<file path="config.mk">
export PLATFORM = sky130hd
export DESIGN_NAME = bitplane_framebuffer_diff_refresh
export DESIGN_NICKNAME = d
export VERILOG_FILES = /design/src/hdl/bfd_pkg.sv /design/src/hdl/bfd_ram.sv /design/src/hdl/bfd_scan.sv /design/src/hdl/bitplane_framebuffer_diff_refresh.sv
export SDC_FILE = /design/constraint.sdc
export NUM_CORES = 1
export LEC_CHECK = 0
export ABC_AREA = 1
export BUFFER_PORTS_ARGS = -buffer_cell sky130_fd_sc_hd__clkbuf_2
export CORE_UTILIZATION = 52
export DETAILED_ROUTE_END_ITERATION = 16
export HOLD_SLACK_MARGIN = 0.06
export PLACE_DENSITY = 0.77
export SYNTH_ARGS = -nofsm -noshare
export SYNTH_HDL_FRONTEND = slang
export SYNTH_HIERARCHICAL = 1
export SYNTH_SLANG_ARGS = --single-unit
</file>
<file path="constraint.sdc">
create_clock -name clk -period 4.2 [get_ports clk]
set_clock_uncertainty 0.05 [all_clocks]
set_input_delay 0.42 -clock clk [delete_from_list [all_inputs] [get_ports clk]]
set_output_delay 0.42 -clock clk [all_outputs]
set_load 0.01 [all_outputs]
</file>
<file path="src/hdl/bfd_pkg.sv">
package bfd_pkg;

    localparam int FRAME_W = 16;
    localparam int COLOR_W = 16;
    localparam int POS_W   = 8;

    localparam logic [COLOR_W-1:0] FORE_COLOR_RESET = 16'hFFFF;
    localparam logic [COLOR_W-1:0] BACK_COLOR_RESET = 16'h0000;

    localparam logic CFG_FORE_COLOR = 1'b0;
    localparam logic CFG_BACK_COLOR = 1'b1;

    typedef enum logic [2:0] {
        OP_WRITE_PIXEL = 3'd0,
        OP_READ_PIXEL  = 3'd1,
        OP_WRITE_ROW   = 3'd2,
        OP_READ_ROW    = 3'd3,
        OP_REFRESH_ROW = 3'd4
    } op_t;

    typedef enum logic [1:0] {
        ST_IDLE,
        ST_EXEC,
        ST_SCAN
    } state_t;

    typedef struct packed {
        logic load;
        logic step;
    } scan_ctrl_t;

    typedef struct packed {
        logic hit;
        logic on;
        logic rest_zero;
    } scan_stat_t;

endpackage

</file>
<file path="src/hdl/bfd_ram.sv">
module bfd_ram #(
    parameter int WIDTH = 16,
    parameter int DEPTH = 32
) (
    input  logic                                  clk,
    input  logic                                  wr_en,
    input  logic [(DEPTH > 1 ? $clog2(DEPTH) : 1)-1:0] wr_addr,
    input  logic [WIDTH-1:0]                      wr_data,
    input  logic                                  rd_en,
    input  logic [(DEPTH > 1 ? $clog2(DEPTH) : 1)-1:0] rd_addr,
    output logic [WIDTH-1:0]                      rd_data
);

    logic [WIDTH-1:0] mem_reg [DEPTH];
    logic [WIDTH-1:0] rd_data_reg;

    always_ff @(posedge clk)
    begin
        if (wr_en)
        begin
            mem_reg[wr_addr] <= wr_data;
        end
        if (rd_en)
        begin
            rd_data_reg <= mem_reg[rd_addr];
        end
    end

    assign rd_data = rd_data_reg;

endmodule

</file>
<file path="src/hdl/bfd_scan.sv">
module bfd_scan import bfd_pkg::*; #(
    parameter int CELL_PITCH = 8
) (
    input  logic               clk,
    input  scan_ctrl_t         ctrl,
    input  logic [FRAME_W-1:0] now_row,
    input  logic [FRAME_W-1:0] diff_row,
    output scan_stat_t         stat,
    output logic [POS_W-1:0]   cell_x
);

    localparam logic [POS_W-1:0] PITCH = POS_W'(CELL_PITCH);

    logic [FRAME_W-1:0] diff_sr_reg;
    logic [FRAME_W-1:0] diff_sr_next;
    logic [FRAME_W-1:0] now_sr_reg;
    logic [FRAME_W-1:0] now_sr_next;
    logic [POS_W-1:0]   x_reg;
    logic [POS_W-1:0]   x_next;

    always_comb
    begin
        diff_sr_next = diff_sr_reg;
        now_sr_next  = now_sr_reg;
        x_next       = x_reg;
        if (ctrl.load)
        begin
            diff_sr_next = diff_row;
            now_sr_next  = now_row;
            x_next       = '0;
        end
        else if (ctrl.step)
        begin
            diff_sr_next = {1'b0, diff_sr_reg[FRAME_W-1:1]};
            now_sr_next  = {1'b0, now_sr_reg[FRAME_W-1:1]};
            x_next       = x_reg + PITCH;
        end
    end

    always_ff @(posedge clk)
    begin
        diff_sr_reg <= diff_sr_next;
        now_sr_reg  <= now_sr_next;
        x_reg       <= x_next;
    end

    assign stat.hit       = diff_sr_reg[0];
    assign stat.on        = now_sr_reg[0];
    assign stat.rest_zero = (diff_sr_reg[FRAME_W-1:1] == '0);
    assign cell_x         = x_reg;

endmodule

</file>
<file path="src/hdl/bitplane_framebuffer_diff_refresh.sv">
// read reply: exec waits for a free output slot, loads the result, then returns idle
// pixel write: updated in exec; row write: at accept; unused codes ignored; no result
// row refresh: exec loads the scan, then one column per cycle up to the highest
// changed one, one draw per changed cell, set by the column shift registers
// reset: per-row valid flags clear so both frames read as zero, colors take reset values
// output stalls hold the column scan; an idle block accepts while a result waits
module bitplane_framebuffer_diff_refresh import bfd_pkg::*; #(
    parameter int ROW_COUNT    = 32,
    parameter int COLUMN_COUNT = 16,
    parameter int CELL_PITCH   = 8
) (
    input  logic         clk,
    input  logic         rst_n,
    input  logic         in_valid,
    output logic         in_stall,
    input  logic [2:0]   operation,
    input  logic [5:0]   row_index,
    input  logic [3:0]   column,
    input  logic         pixel_value,
    input  logic [15:0]  row_bits,
    output logic         out_valid,
    input  logic         out_stall,
    output logic         is_draw,
    output logic [15:0]  read_data,
    output logic [7:0]   cell_x,
    output logic [7:0]   cell_y,
    output logic [15:0]  cell_color,
    output logic         last,
    input  logic         cfg_valid,
    output logic         cfg_ready,
    input  logic         cfg_index,
    input  logic [15:0]  cfg_data
);

    localparam int ROW_AW = (ROW_COUNT > 1) ? $clog2(ROW_COUNT) : 1;
    localparam logic [6:0] ROW_LIMIT = 7'(ROW_COUNT);
    localparam logic [4:0] COL_LIMIT = 5'(COLUMN_COUNT);
    localparam logic [FRAME_W-1:0] COL_MASK = FRAME_W'((32'd1 << COLUMN_COUNT) - 32'd1);
    localparam logic [POS_W-1:0] PITCH = POS_W'(CELL_PITCH);

    state_t state_reg;
    state_t state_next;

    op_t                op_in;
    op_t                op_reg;
    logic [5:0]         row_reg;
    logic [3:0]         col_reg;
    logic               pix_reg;

    logic [COLOR_W-1:0] fore_color_reg;
    logic [COLOR_W-1:0] back_color_reg;

    logic [ROW_COUNT-1:0] pend_valid_reg;
    logic [ROW_COUNT-1:0] pend_valid_next;
    logic [ROW_COUNT-1:0] drawn_valid_reg;
    logic [ROW_COUNT-1:0] drawn_valid_next;

    logic               out_valid_reg;
    logic               out_valid_next;
    logic               is_draw_reg;
    logic [FRAME_W-1:0] read_data_reg;
    logic [POS_W-1:0]   cell_x_reg;
    logic [POS_W-1:0]   cell_y_reg;
    logic [COLOR_W-1:0] cell_color_reg;
    logic               last_reg;

    logic               is_draw_next;
    logic [FRAME_W-1:0] read_data_next;
    logic [POS_W-1:0]   cell_x_next;
    logic [POS_W-1:0]   cell_y_next;
    logic [COLOR_W-1:0] cell_color_next;
    logic               last_next;
    logic               out_load;

    logic               in_acc;
    logic               slot_free;
    logic               row_ok_in;
    logic               row_ok;
    logic               col_ok;
    logic [ROW_AW-1:0]  row_addr_in;
    logic [ROW_AW-1:0]  row_addr;

    logic               pend_we;
    logic [ROW_AW-1:0]  pend_waddr;
    logic [FRAME_W-1:0] pend_wdata;
    logic               drawn_we;
    logic [FRAME_W-1:0] pend_q;
    logic [FRAME_W-1:0] drawn_q;
    logic [FRAME_W-1:0] pend_row;
    logic [FRAME_W-1:0] drawn_row;
    logic [FRAME_W-1:0] diff_row;
    logic [FRAME_W-1:0] pix_mask;
    logic [POS_W-1:0]   y_pos;

    scan_ctrl_t         scan_ctrl;
    scan_stat_t         scan_stat;
    logic [POS_W-1:0]   scan_x;

    assign op_in       = op_t'(operation);
    assign in_stall    = (state_reg != ST_IDLE);
    assign in_acc      = in_valid && !in_stall;
    assign slot_free   = !out_valid_reg || !out_stall;
    assign cfg_ready   = 1'b1;

    assign row_ok_in   = ({1'b0, row_index} < ROW_LIMIT);
    assign row_ok      = ({1'b0, row_reg} < ROW_LIMIT);
    assign col_ok      = ({1'b0, col_reg} < COL_LIMIT);
    assign row_addr_in = row_index[ROW_AW-1:0];
    assign row_addr    = row_reg[ROW_AW-1:0];

    assign pend_row  = pend_valid_reg[row_addr] ? pend_q : '0;
    assign drawn_row = drawn_valid_reg[row_addr] ? drawn_q : '0;
    assign diff_row  = pend_row ^ drawn_row;
    assign pix_mask  = FRAME_W'(1) << col_reg;
    assign y_pos     = POS_W'({2'b00, row_reg} * PITCH);

    bfd_ram #(
        .WIDTH (FRAME_W),
        .DEPTH (ROW_COUNT)
    ) u_pend_ram (
        .clk     (clk),
        .wr_en   (pend_we),
        .wr_addr (pend_waddr),
        .wr_data (pend_wdata),
        .rd_en   (in_acc),
        .rd_addr (row_addr_in),
        .rd_data (pend_q)
    );

    bfd_ram #(
        .WIDTH (FRAME_W),
        .DEPTH (ROW_COUNT)
    ) u_drawn_ram (
        .clk     (clk),
        .wr_en   (drawn_we),
        .wr_addr (row_addr),
        .wr_data (pend_row),
        .rd_en   (in_acc),
        .rd_addr (row_addr_in),
        .rd_data (drawn_q)
    );

    bfd_scan #(
        .CELL_PITCH (CELL_PITCH)
    ) u_scan (
        .clk      (clk),
        .ctrl     (scan_ctrl),
        .now_row  (pend_row),
        .diff_row (diff_row),
        .stat     (scan_stat),
        .cell_x   (scan_x)
    );

    // next state
    always_comb
    begin
        state_next = state_reg;
        unique case (state_reg)
            ST_IDLE:
            begin
                if (in_acc)
                begin
                    unique case (op_in)
                        OP_WRITE_PIXEL, OP_READ_PIXEL, OP_READ_ROW, OP_REFRESH_ROW:
                            state_next = ST_EXEC;
                        default:
                            state_next = ST_IDLE;
                    endcase
                end
            end
            ST_EXEC:
            begin
                unique case (op_reg)
                    OP_READ_PIXEL, OP_READ_ROW:
                    begin
                        if (slot_free)
                        begin
                            state_next = ST_IDLE;
                        end
                    end
                    OP_REFRESH_ROW:
                    begin
                        if (row_ok && (diff_row != '0))
                        begin
                            state_next = ST_SCAN;
                        end
                        else
                        begin
                            state_next = ST_IDLE;
                        end
                    end
                    default:
                        state_next = ST_IDLE;
                endcase
            end
            ST_SCAN:
            begin
                if (scan_ctrl.step && scan_stat.rest_zero)
                begin
                    state_next = ST_IDLE;
                end
            end
            default:
                state_next = ST_IDLE;
        endcase
    end

    // datapath controls
    always_comb
    begin
        pend_we         = 1'b0;
        pend_waddr      = row_addr;
        pend_wdata      = pix_reg ? (pend_row | pix_mask) : (pend_row & ~pix_mask);
        drawn_we        = 1'b0;
        scan_ctrl       = '0;
        out_load        = 1'b0;
        is_draw_next    = 1'b0;
        read_data_next  = '0;
        cell_x_next     = '0;
        cell_y_next     = '0;
        cell_color_next = '0;
        last_next       = 1'b1;
        unique case (state_reg)
            ST_IDLE:
            begin
                if (in_acc && (op_in == OP_WRITE_ROW) && row_ok_in)
                begin
                    pend_we    = 1'b1;
                    pend_waddr = row_addr_in;
                    pend_wdata = row_bits & COL_MASK;
                end
            end
            ST_EXEC:
            begin
                unique case (op_reg)
                    OP_WRITE_PIXEL:
                        pend_we = row_ok && col_ok;
                    OP_READ_PIXEL:
                    begin
                        out_load       = slot_free;
                        read_data_next = {{(FRAME_W-1){1'b0}},
                                          row_ok && col_ok && pend_row[col_reg]};
                    end
                    OP_READ_ROW:
                    begin
                        out_load       = slot_free;
                        read_data_next = row_ok ? pend_row : '0;
                    end
                    OP_REFRESH_ROW:
                    begin
                        drawn_we       = row_ok;
                        scan_ctrl.load = row_ok;
                    end
                    default:
                        pend_we = 1'b0;
                endcase
            end
            ST_SCAN:
            begin
                if (scan_stat.hit)
                begin
                    scan_ctrl.step  = slot_free;
                    out_load        = slot_free;
                    is_draw_next    = 1'b1;
                    cell_x_next     = scan_x;
                    cell_y_next     = y_pos;
                    cell_color_next = scan_stat.on ? fore_color_reg : back_color_reg;
                    last_next       = scan_stat.rest_zero;
                end
                else
                begin
                    scan_ctrl.step = 1'b1;
                end
            end
            default:
                pend_we = 1'b0;
        endcase
    end

    always_comb
    begin
        pend_valid_next  = pend_valid_reg;
        drawn_valid_next = drawn_valid_reg;
        if (pend_we)
        begin
            pend_valid_next[pend_waddr] = 1'b1;
        end
        if (drawn_we)
        begin
            drawn_valid_next[row_addr] = 1'b1;
        end
    end

    always_comb
    begin
        out_valid_next = out_valid_reg;
        if (out_load)
        begin
            out_valid_next = 1'b1;
        end
        else if (!out_stall)
        begin
            out_valid_next = 1'b0;
        end
    end

    always_ff @(posedge clk or negedge rst_n)
    begin
        if (!rst_n)
        begin
            state_reg       <= ST_IDLE;
            out_valid_reg   <= 1'b0;
            pend_valid_reg  <= '0;
            drawn_valid_reg <= '0;
            fore_color_reg  <= FORE_COLOR_RESET;
            back_color_reg  <= BACK_COLOR_RESET;
        end
        else
        begin
            state_reg       <= state_next;
            out_valid_reg   <= out_valid_next;
            pend_valid_reg  <= pend_valid_next;
            drawn_valid_reg <= drawn_valid_next;
            if (cfg_valid && cfg_ready)
            begin
                unique case (cfg_index)
                    CFG_FORE_COLOR: fore_color_reg <= cfg_data;
                    CFG_BACK_COLOR: back_color_reg <= cfg_data;
                endcase
            end
        end
    end

    // request capture and result register
    always_ff @(posedge clk)
    begin
        if (in_acc)
        begin
            op_reg  <= op_in;
            row_reg <= row_index;
            col_reg <= column;
            pix_reg <= pixel_value;
        end
        if (out_load)
        begin
            is_draw_reg    <= is_draw_next;
            read_data_reg  <= read_data_next;
            cell_x_reg     <= cell_x_next;
            cell_y_reg     <= cell_y_next;
            cell_color_reg <= cell_color_next;
            last_reg       <= last_next;
        end
    end

    assign out_valid  = out_valid_reg;
    assign is_draw    = is_draw_reg;
    assign read_data  = read_data_reg;
    assign cell_x     = cell_x_reg;
    assign cell_y     = cell_y_reg;
    assign cell_color = cell_color_reg;
    assign last       = last_reg;

endmodule
</file>
---- Word-level counts from Yosys, hierarchy flattened ----
Memory sizes are Yosys's and may differ from the RTL's. A register that Yosys moved wholly into a read port is not among the register bits.
Index checks and enable logic that the tools add are counted.
operators by class
  $add $sub $neg .......................... 1
  magnitude comparators ................... 7
  equality and inequality tests ........... 13
  shift-type cells ........................ 1
  muxes and demuxes ....................... 48
  bitwise gates (word level) .............. 7
  reductions and logical operators ........ 25
operators with widths
  kind                                                                number
  2-to-1 mux 16 bit                                                   11
  OR 32 bit                                                           2
  case mux 16 bit (2 select lines)                                    1
  2-to-1 mux 1 bit                                                    21
  AND 16 bit                                                          1
  inverter 16 bit                                                     1
  OR 16 bit                                                           1
  nonzero test 16 bit                                                 1
  << shifter 1 x 4 -> 16 bit (first input constant)                   1
  XOR 16 bit                                                          1
  zero test 15 bit                                                    1
  less-than comparator 5 x 6 -> 1 bit (second input constant)         2
  less-than comparator 6 bit (second input constant)                  2
  binary-select mux 1 bit (select 5 bit)                              2
  demux 1 bit (select 5 bit)                                          2
  greater-or-equal comparator 5 x 1 -> 1 bit (second input constant)  2
  2-to-1 mux 5 bit                                                    2
  == test 3 x 2 -> 1 bit (second input constant)                      3
  adder 8 x 4 -> 8 bit (second input constant)                        1
  logical AND 1 bit                                                   8
  2-to-1 mux 2 bit                                                    4
  == test 3 x 1 -> 1 bit (second input constant)                      2
  == test 3 bit (second input constant)                               2
  zero test 3 bit                                                     2
  19 further kinds                                                    26
word-level totals
  register bits ........................... 203
  memory bits (writable) .................. 1024
  bits of input ports ..................... 52
  memories kept ........................... 2
memories
  memory               words  bits a word  read ports  clocked after memory_dff  wr ports  RTL line       RTL
  u_drawn_ram.mem_reg  32     16           1           1                         1         bfd_ram.sv:14  logic [WIDTH-1:0] mem_reg [DEPTH];
  u_pend_ram.mem_reg   32     16           1           1                         1         bfd_ram.sv:14

---- Longest topological paths before layout ----
Gate-level depths: netlist of run 1.
  depth after elaboration ................. 12
  depth in mapped cells ................... 22

---- Hierarchy ----
Netlist of run 1, hierarchy kept.
by module, submodules not included
  module                             instances  cells each  area an instance (um^2)
  bfd_ram (u_pend_ram)               1          1794        21461.8
  bfd_ram (u_drawn_ram)              1          1794        21415.5
  bitplane_framebuffer_diff_refresh  1          914         7928.9
  bfd_scan                           1          183         1719.1

---- Worst setup path before layout of run 1 ----
Ideal clock, no wire load.
  kind .................................... register to register
  start point ............................. reg state_reg[0]
  end point ............................... reg cell_color_reg[0], in the netlist cell_color[0] (enable)
  arrival time ............................ 3.177 ns
  required time ........................... 3.683 ns
  path slack .............................. 0.505 ns
  stages on the path, launching flop included .. 7
  buffers on the path ..................... 0
  period minus slack after synthesis ...... 3.695 ns
  cell sequence ........................... dfrtp_1 > inv_1 > ha_1 > nand2_1 > o21ai_0 > nand2_1 > a21oi_1
on the way
  cells in the longest elaborated chain, start to end .. 2
RTL lines
  item                                                            RTL line                                  RTL
  from (decl)                                                     bitplane_framebuffer_diff_refresh.sv:41   state_t state_reg;
  from (signal assigned)                                          bitplane_framebuffer_diff_refresh.sv:320  state_reg <= state_next;
  == test 2 bit / == test 2 x 1 -> 1 bit (equally long branches)  bitplane_framebuffer_diff_refresh.sv:223  unique case (state_reg)
  case mux 1 bit (2 select lines) *                               bitplane_framebuffer_diff_refresh.sv:223
  net out_load                                                    bitplane_framebuffer_diff_refresh.sv:73   logic out_load;
  to (signal assigned)                                            bitplane_framebuffer_diff_refresh.sv:350  cell_color_reg <= cell_color_next;
  to (decl)                                                       bitplane_framebuffer_diff_refresh.sv:64   logic [COLOR_W-1:0] cell_color_reg;
Mark *: on every way through the listed nets, which the timed path passes. The rest lies on a longest branch.
A chain may end at the register's enable or synchronous reset.

---- Worst setup path after layout of run 1 ----
  start point ............................. reg state_reg[0]
  end point ............................... mem u_pend_ram.mem_reg[0][13] (enable)
RTL lines
  item                             RTL line                                  RTL
  nonzero test 2 bit               bitplane_framebuffer_diff_refresh.sv:100  assign in_stall = (state_reg != ST_IDLE);
  zero test 1 bit                  bitplane_framebuffer_diff_refresh.sv:101  assign in_acc = in_valid && !in_stall;
  logical AND 1 bit                bitplane_framebuffer_diff_refresh.sv:101
  logical AND 1 bit (2 in series)  bitplane_framebuffer_diff_refresh.sv:226  if (in_acc && (op_in == OP_WRITE_ROW) && row_ok_in)
  2-to-1 mux 5 bit                 bitplane_framebuffer_diff_refresh.sv:226
  2-to-1 mux 5 bit *               bitplane_framebuffer_diff_refresh.sv:223
  net pend_waddr[1]                bitplane_framebuffer_diff_refresh.sv:84   logic [ROW_AW-1:0] pend_waddr;
  to (decl)                        bfd_ram.sv:14
Marked as above.

==> impl_metrics.json, run 1 <==
{
  "status": "completed",
  "setup_violations": 0,
  "antenna_found_initial": 2,
  "postCtsSetupRepairBufs": 0,
  "syn_avg_cell_area_um2": 11.21,
  "synth.distinct_cells": 41,
  "synth_seq_area_share": 0.7063,
  "finish.utilization": 0.5805,
  "clk_pin_slew_worst_paths_ns": 0.06,
  "whs_path_depth": 4,
  "rsz0062_at_grt": "false",
  "drt_wl_total_um": 133300,
  "setup_tns_ns": 0,
  "core-area_um2": 100100,
  "worstSkewPairLatency_ns": 0.70,
  "drv_cap": 0,
  "grt_use_met2": 0.3999,
  "drv_slew": 0,
  "first_pass_iters": 6,
  "p_int_uw": 21000,
  "globalplace.congestion": 0.9291,
  "p_comb_frac": 0.111,
  "critPathKind": "reg -> reg",
  "hold_viol_final": 0,
  "power_switching_uw": 7055,
  "synth.ff_latch_count": 1253,
  "root_buffer": "clkbuf_16",
  "grt_pass1_wl_um": 199700,
  "io_pins": 105,
  "ff2ff_setup_slack_ns": 0.27,
  "area_delta_synth_final_pct": 10.67,
  "vias": 36010,
  "tightest_slew_ns": 1.240,
  "power_leakage_uw": 0.02249,
  "drtAntennaViolNets": 0,
  "grt_max_degree": 207,
  "timing.fmax_ghz": 0.2545,
  "synth_area_um2": 52530,
  "min_path_type": "in -> reg",
  "total_power_uw": 28060,
  "ys.warnings.count": 6,
  "r2r_cells": 11,
  "hpwl_um": 78820,
  "overflow": 0,
  "clockPowerShare": 0.366,
  "final_nets": 4856,
  "portBuffers": 100,
  "seqPwrFrac": 0.524,
  "drt-vias-per-instance": 5.817,
  "top_usage_layer": "met2",
  "ir_drop_v": 0.0003311,
  "drive_gt1_frac": 0.1040,
  "first_global_vias": 33470,
  "post-route-drc-count": 0,
  "cp.arrival_ns": 4.24,
  "layoutNonFillerInstCount": 6191,
  "hold_slack_ns": 0.1739,
  "cts_buffer_depth": 3,
  "cts_tree": "built",
  "n_fill_cell": 7774,
  "slew_headroom": 0.1725,
  "swShare": 0.2514,
  "dieArea_um2": 102300,
  "dp.cells": 5953,
  "die_w_um": 319.8,
  "cp-start-kind": "register",
  "fp.dieH_um": 319.8,
  "start_util": 0.5245,
  "fin_crit_sh": 0.9355,
  "cts.htree.levels": 3,
  "cp.required_ns": 4.52,
  "use_met3": 0.05053,
  "crit_path_end_kind": "register",
  "first_iter_violations": 5230,
  "grt_usage": 0.2573,
  "wl_per_cell_um": 21.53,
  "p_per_area_nw_per_um2": 482.7,
  "syn_inst": 4685,
  "rows": 116,
  "grt_use_met1": 0.3585,
  "cts.sinks": 1253,
  "layout_min_cycle_time_ns": 3.929,
  "cp_max_fo": 16,
  "numCtsBuffers": 116
}
## cells by family after synthesis
kind of cell             Yosys count  share of synthesized area
XOR/XNOR                           3                  0.0005003
buffers and inverters            400                    0.04419
other                              3                  0.0002144
AND/OR/NAND/NOR                 2845                     0.2270
flip-flops                      1253                     0.7063
adder cells (fa/ha/maj)            4                  0.0009529
AO/OA/AOI/OAI                    177                    0.02084
## cell usage in the layout (no fill, tap or decap), types with 5 or more instances in the layout
cell type	count
a31o_2	23
clkbuf_16	118
nor2_1	141
o31ai_1	9
clkbuf_8	8
a21oi_1	24
inv_6	6
buf_12	10
dfxtp_1	5
nand2_4	11
nand4_1	21
dlygate4sd3_1	27
inv_1	103
clkinv_1	15
dfstp_2	16
buf_4	135
edfxtp_1	1149
inv_2	9
nand3_1	832
bufinv_16	8
clkbuf_1	32
conb_1	7
nor3_1	7
nor2_2	7
nand2_1	1817
clkbuf_2	96
a31oi_2	16
o21ai_0	71
o21bai_1	28
clkinv_2	23
dfrtp_1	83
## path summary, 6_finish.rpt
path | startpoint | end
setup reg to reg | state_reg[0] | u_pend_ram/mem_reg[0][13]
hold reg to reg | drawn_valid_reg[8] | drawn_valid_reg[8]
min in group asynchronous | rst_n | back_color_reg[9]
hold / removal | in_valid | state_reg[1]
max in group asynchronous | rst_n | fore_color_reg[7]
setup / recovery | state_reg[0] | u_pend_ram/mem_reg[0][13]
## layer usage
| layer | part of all wire | up-vias |
|---|---|---|
| met5 | 0 | - |
| met4 | 0.039 | 0 |
| met3 | 0.11 | 320 |
| met2 | 0.46 | 2131 |
| met1 | 0.39 | 17230 |
| li1 | - | 16330 |
## metrics by stage
step,setup slack [ns],instance area (um2)
after floorplan,0.5052,52540
after global placement,0.5889,54170
after detailed placement,0.4452,54170
after CTS,0.4287,58130
after global routing,0.07442,58130
final,0.2711,58130
## synthesized netlist by cell type, drive strengths merged
library cell / n / area share
dfrtp: 83 / 0.040
a31oi: 17 / 0.0020
conb: 3 / 0.00021
nand4: 21 / 0.0025
nand3b: 1 / 0.00014
o21bai: 28 / 0.0040
o221ai: 1 / 0.00017
a31o: 23 / 0.0038
dfxtp: 5 / 0.0019
dfstp: 16 / 0.0080
buf: 212 / 0.031
nor2: 149 / 0.011
inv: 118 / 0.0087
nor3: 11 / 0.0013
o21ai: 72 / 0.0069
nand2: 1830 / 0.13
nand3: 832 / 0.079
a21oi: 26 / 0.0025
clkinv: 5 / 0.00036
ha: 4 / 0.00095
xor2: 3 / 0.00050
o31ai: 9 / 0.0013
clkbuf: 65 / 0.0046
edfxtp: 1149 / 0.66
o22ai: 1 / 0.00012
or4: 1 / 0.00014
## area by class of cell
class                   count  area [um2]  share of cell area
multi-input cells        3036       13240              0.2277
inverters                 123       483.0            0.008308
well taps                1298        1624             0.02794
flip-flops and latches   1253       37100              0.6382
clock buffers             160        3198             0.05501
repair buffers            270        1994             0.03431
clock inverters            50       493.0            0.008480
diodes                      1       2.502          0.00004305
## worst max-delay path, cell delays in order (launching register included)
cell     delay, ns
dfrtp_1       0.38
inv_1         0.11
ha_1          0.20
nand2_1       0.09
or4_2         0.79
o21ai_0       0.39
inv_1         0.18
inv_1         0.11
nand3_1       0.51
buf_4         0.37
nor2_1        0.11
buf_4         0.27
## repair_timing
item / CTS / global route
hold buffers: 27 / 0
resized for setup: 0 / 0
endpoints found under the hold margin: 113 / 0
## power by group through the flow
stage	Sequential [uW]	Combinational, uW	Clock (uW)
2_1_floorplan	14900	1860	0
3_3_place_gp	14900	2950	0
3_5_place_dp	14900	3020	0
4_1_cts	14700	3060	10300
5_1_grt	14700	3350	10800
6_report	14700	3110	10300
Power figures use the tool's default switching activity.
==> run 2: changes to the inputs <==
Settings changed: CORE_MARGIN set to 2, CTS_BUF_LIST set to sky130_fd_sc_hd__clkbuf_8.
==> impl_metrics.json, run 2 (synthesis gave the netlist of run 1 again) <==
{
  "cts.sinks": 1253,
  "status": "completed",
  "overflow": 0,
  "cp-startpoint": "state_reg[0]",
  "layout_commonest_cell": "nand2_1",
  "crit_path_end_kind": "register",
  "layoutNonFillerInstCount": 6317,
  "layout_min_cycle_time_ns": 3.870,
  "first_global_vias": 34290,
  "portBuffers": 100,
  "drv_cap": 0,
  "die_w_um": 321.8,
  "cts_buffer_depth": 3,
  "cts_tree": "built",
  "final_nets": 4925,
  "start_util": 0.5245,
  "post-route-drc-count": 0,
  "clk_pin_slew_worst_paths_ns": 0.06,
  "fp.dieH_um": 321.8,
  "area_delta_synth_final_pct": 10.01,
  "final_cell_mix": "nand2_1, edfxtp_1, nand3_1",
  "root_buffer": "clkbuf_8",
  "hpwl_um": 80470,
  "finish.utilization": 0.5770,
  "slew_headroom": 0.1317,
  "fin_crit_sh": 0.9214,
  "drt_wl_total_um": 137400,
  "cts.htree.levels": 4,
  "total_power_uw": 26790,
  "globalplace.congestion": 0.9398,
  "grt_use_met1": 0.3548,
  "r2r_cells": 11,
  "power_leakage_uw": 0.02263,
  "cts_resized": 0,
  "worstSkewPairLatency_ns": 0.87,
  "drt-vias-per-instance": 5.786,
  "first_iter_violations": 5410,
  "cp.required_ns": 4.70,
  "cp-endpoint": "u_pend_ram/mem_reg[0][10]",
  "dp.cells": 5951,
  "drive_gt1_frac": 0.1122,
  "numCtsBuffers": 185,
  "grt_pass1_wl_um": 204600,
  "wl_per_cell_um": 21.75,
  "reg2reg_to": "u_pend_ram/mem_reg[0][10]",
  "first_pass_iters": 6,
  "core-area_um2": 100100,
  "rsz0062_at_grt": "false",
  "timing.fmax_ghz": 0.2584,
  "cp-start-kind": "register",
  "dieArea_um2": 103600,
  "n_fill_cell": 7915,
  "vias": 36550,
  "cp.arrival_ns": 4.37,
  "setup_violations": 0,
  "p_per_area_nw_per_um2": 463.6,
  "hold_viol_final": 0,
  "ir_drop_v": 0.0003668,
  "top_usage_layer": "met2",
  "io_pins": 105,
  "grt_usage": 0.2627,
  "antenna_found_initial": 2,
  "min_from": "row_index[4]",
  "critPathKind": "reg -> reg",
  "tightest_slew_ns": 1.298,
  "grt_max_degree": 133,
  "r2r-start": "state_reg[0]",
  "cp_max_fo": 33,
  "grt_use_met2": 0.4049,
  "rows": 116,
  "use_met3": 0.06376,
  "ff2ff_setup_slack_ns": 0.33,
  "min_path_type": "in -> reg",
  "drv_slew": 0,
  "drtAntennaViolNets": 0,
  "setup_tns_ns": 0
}
==> run 2: layout make-up <==
cell class	instances	area (um2)	area share
multi-input cells	3036	13240	0.2291
well taps	1298	1624	0.02811
clock buffers	191	2629	0.04549
diodes	2	5.005	0.00008661
clock inverters	144	693.2	0.01200
inverters	123	483.0	0.008358
repair buffers	270	2012	0.03482
flip-flops and latches	1253	37100	0.6421
==> run 2: worst min-delay path by stage <==
stage,to,slack (ns),cells past startpoint
after floorplan,back_color_reg[0],0.07,0
after global placement,drawn_valid_reg[8],0.38,2
after detailed placement,drawn_valid_reg[3],0.39,2
after CTS,row_reg[4],0.11,2
after global routing,row_reg[4],0.16,2
final,row_reg[4],0.19,2
==> run 2: critical path: stages (launching register included) <==
cell and delay [ns]:
dfrtp_1 0.38, inv_1 0.11, ha_1 0.22, nand2_1 0.10, or4_2 0.80, buf_4 0.34
o21ai_0 0.32, inv_1 0.15, inv_1 0.18, nand3_1 0.27, nor2_1 0.34, buf_4 0.29
==> run 2: stage by stage <==
stage | setup slack (ns) | hold slack [ns] | cell area (um2)
2_1_floorplan | 0.5052 | 0.07441 | 52540
3_3_place_gp | 0.5768 | 0.3811 | 54170
3_5_place_dp | 0.4285 | 0.3900 | 54170
4_1_cts | 0.4150 | 0.1135 | 57780
5_1_grt | 0.1610 | 0.1594 | 57780
6_report | 0.3301 | 0.1942 | 57780
==> run 2: power breakdown <==
part           internal, uW  switching (uW)
Sequential            14500             243
Combinational           733            2360
Clock                  4400            4590
==> run 2: layer usage <==
| layer | part of all wire | wire (um) | vias up |
|---|---|---|---|
| li1 | - | - | 16490 |
| met1 | 0.38 | 51850 | 17430 |
| met2 | 0.46 | 62960 | 2258 |
| met3 | 0.12 | 16260 | 379 |
| met4 | 0.046 | 6313 | 0 |
| met5 | 0 | 0 | - |
==> run 2: what timing repair did <==
| item | in CTS | in global routing |
|---|---|---|
| hold buffers | 29 | 0 |
| endpoints found under the hold margin | 121 | 0 |
| setup buffers | 0 | 0 |
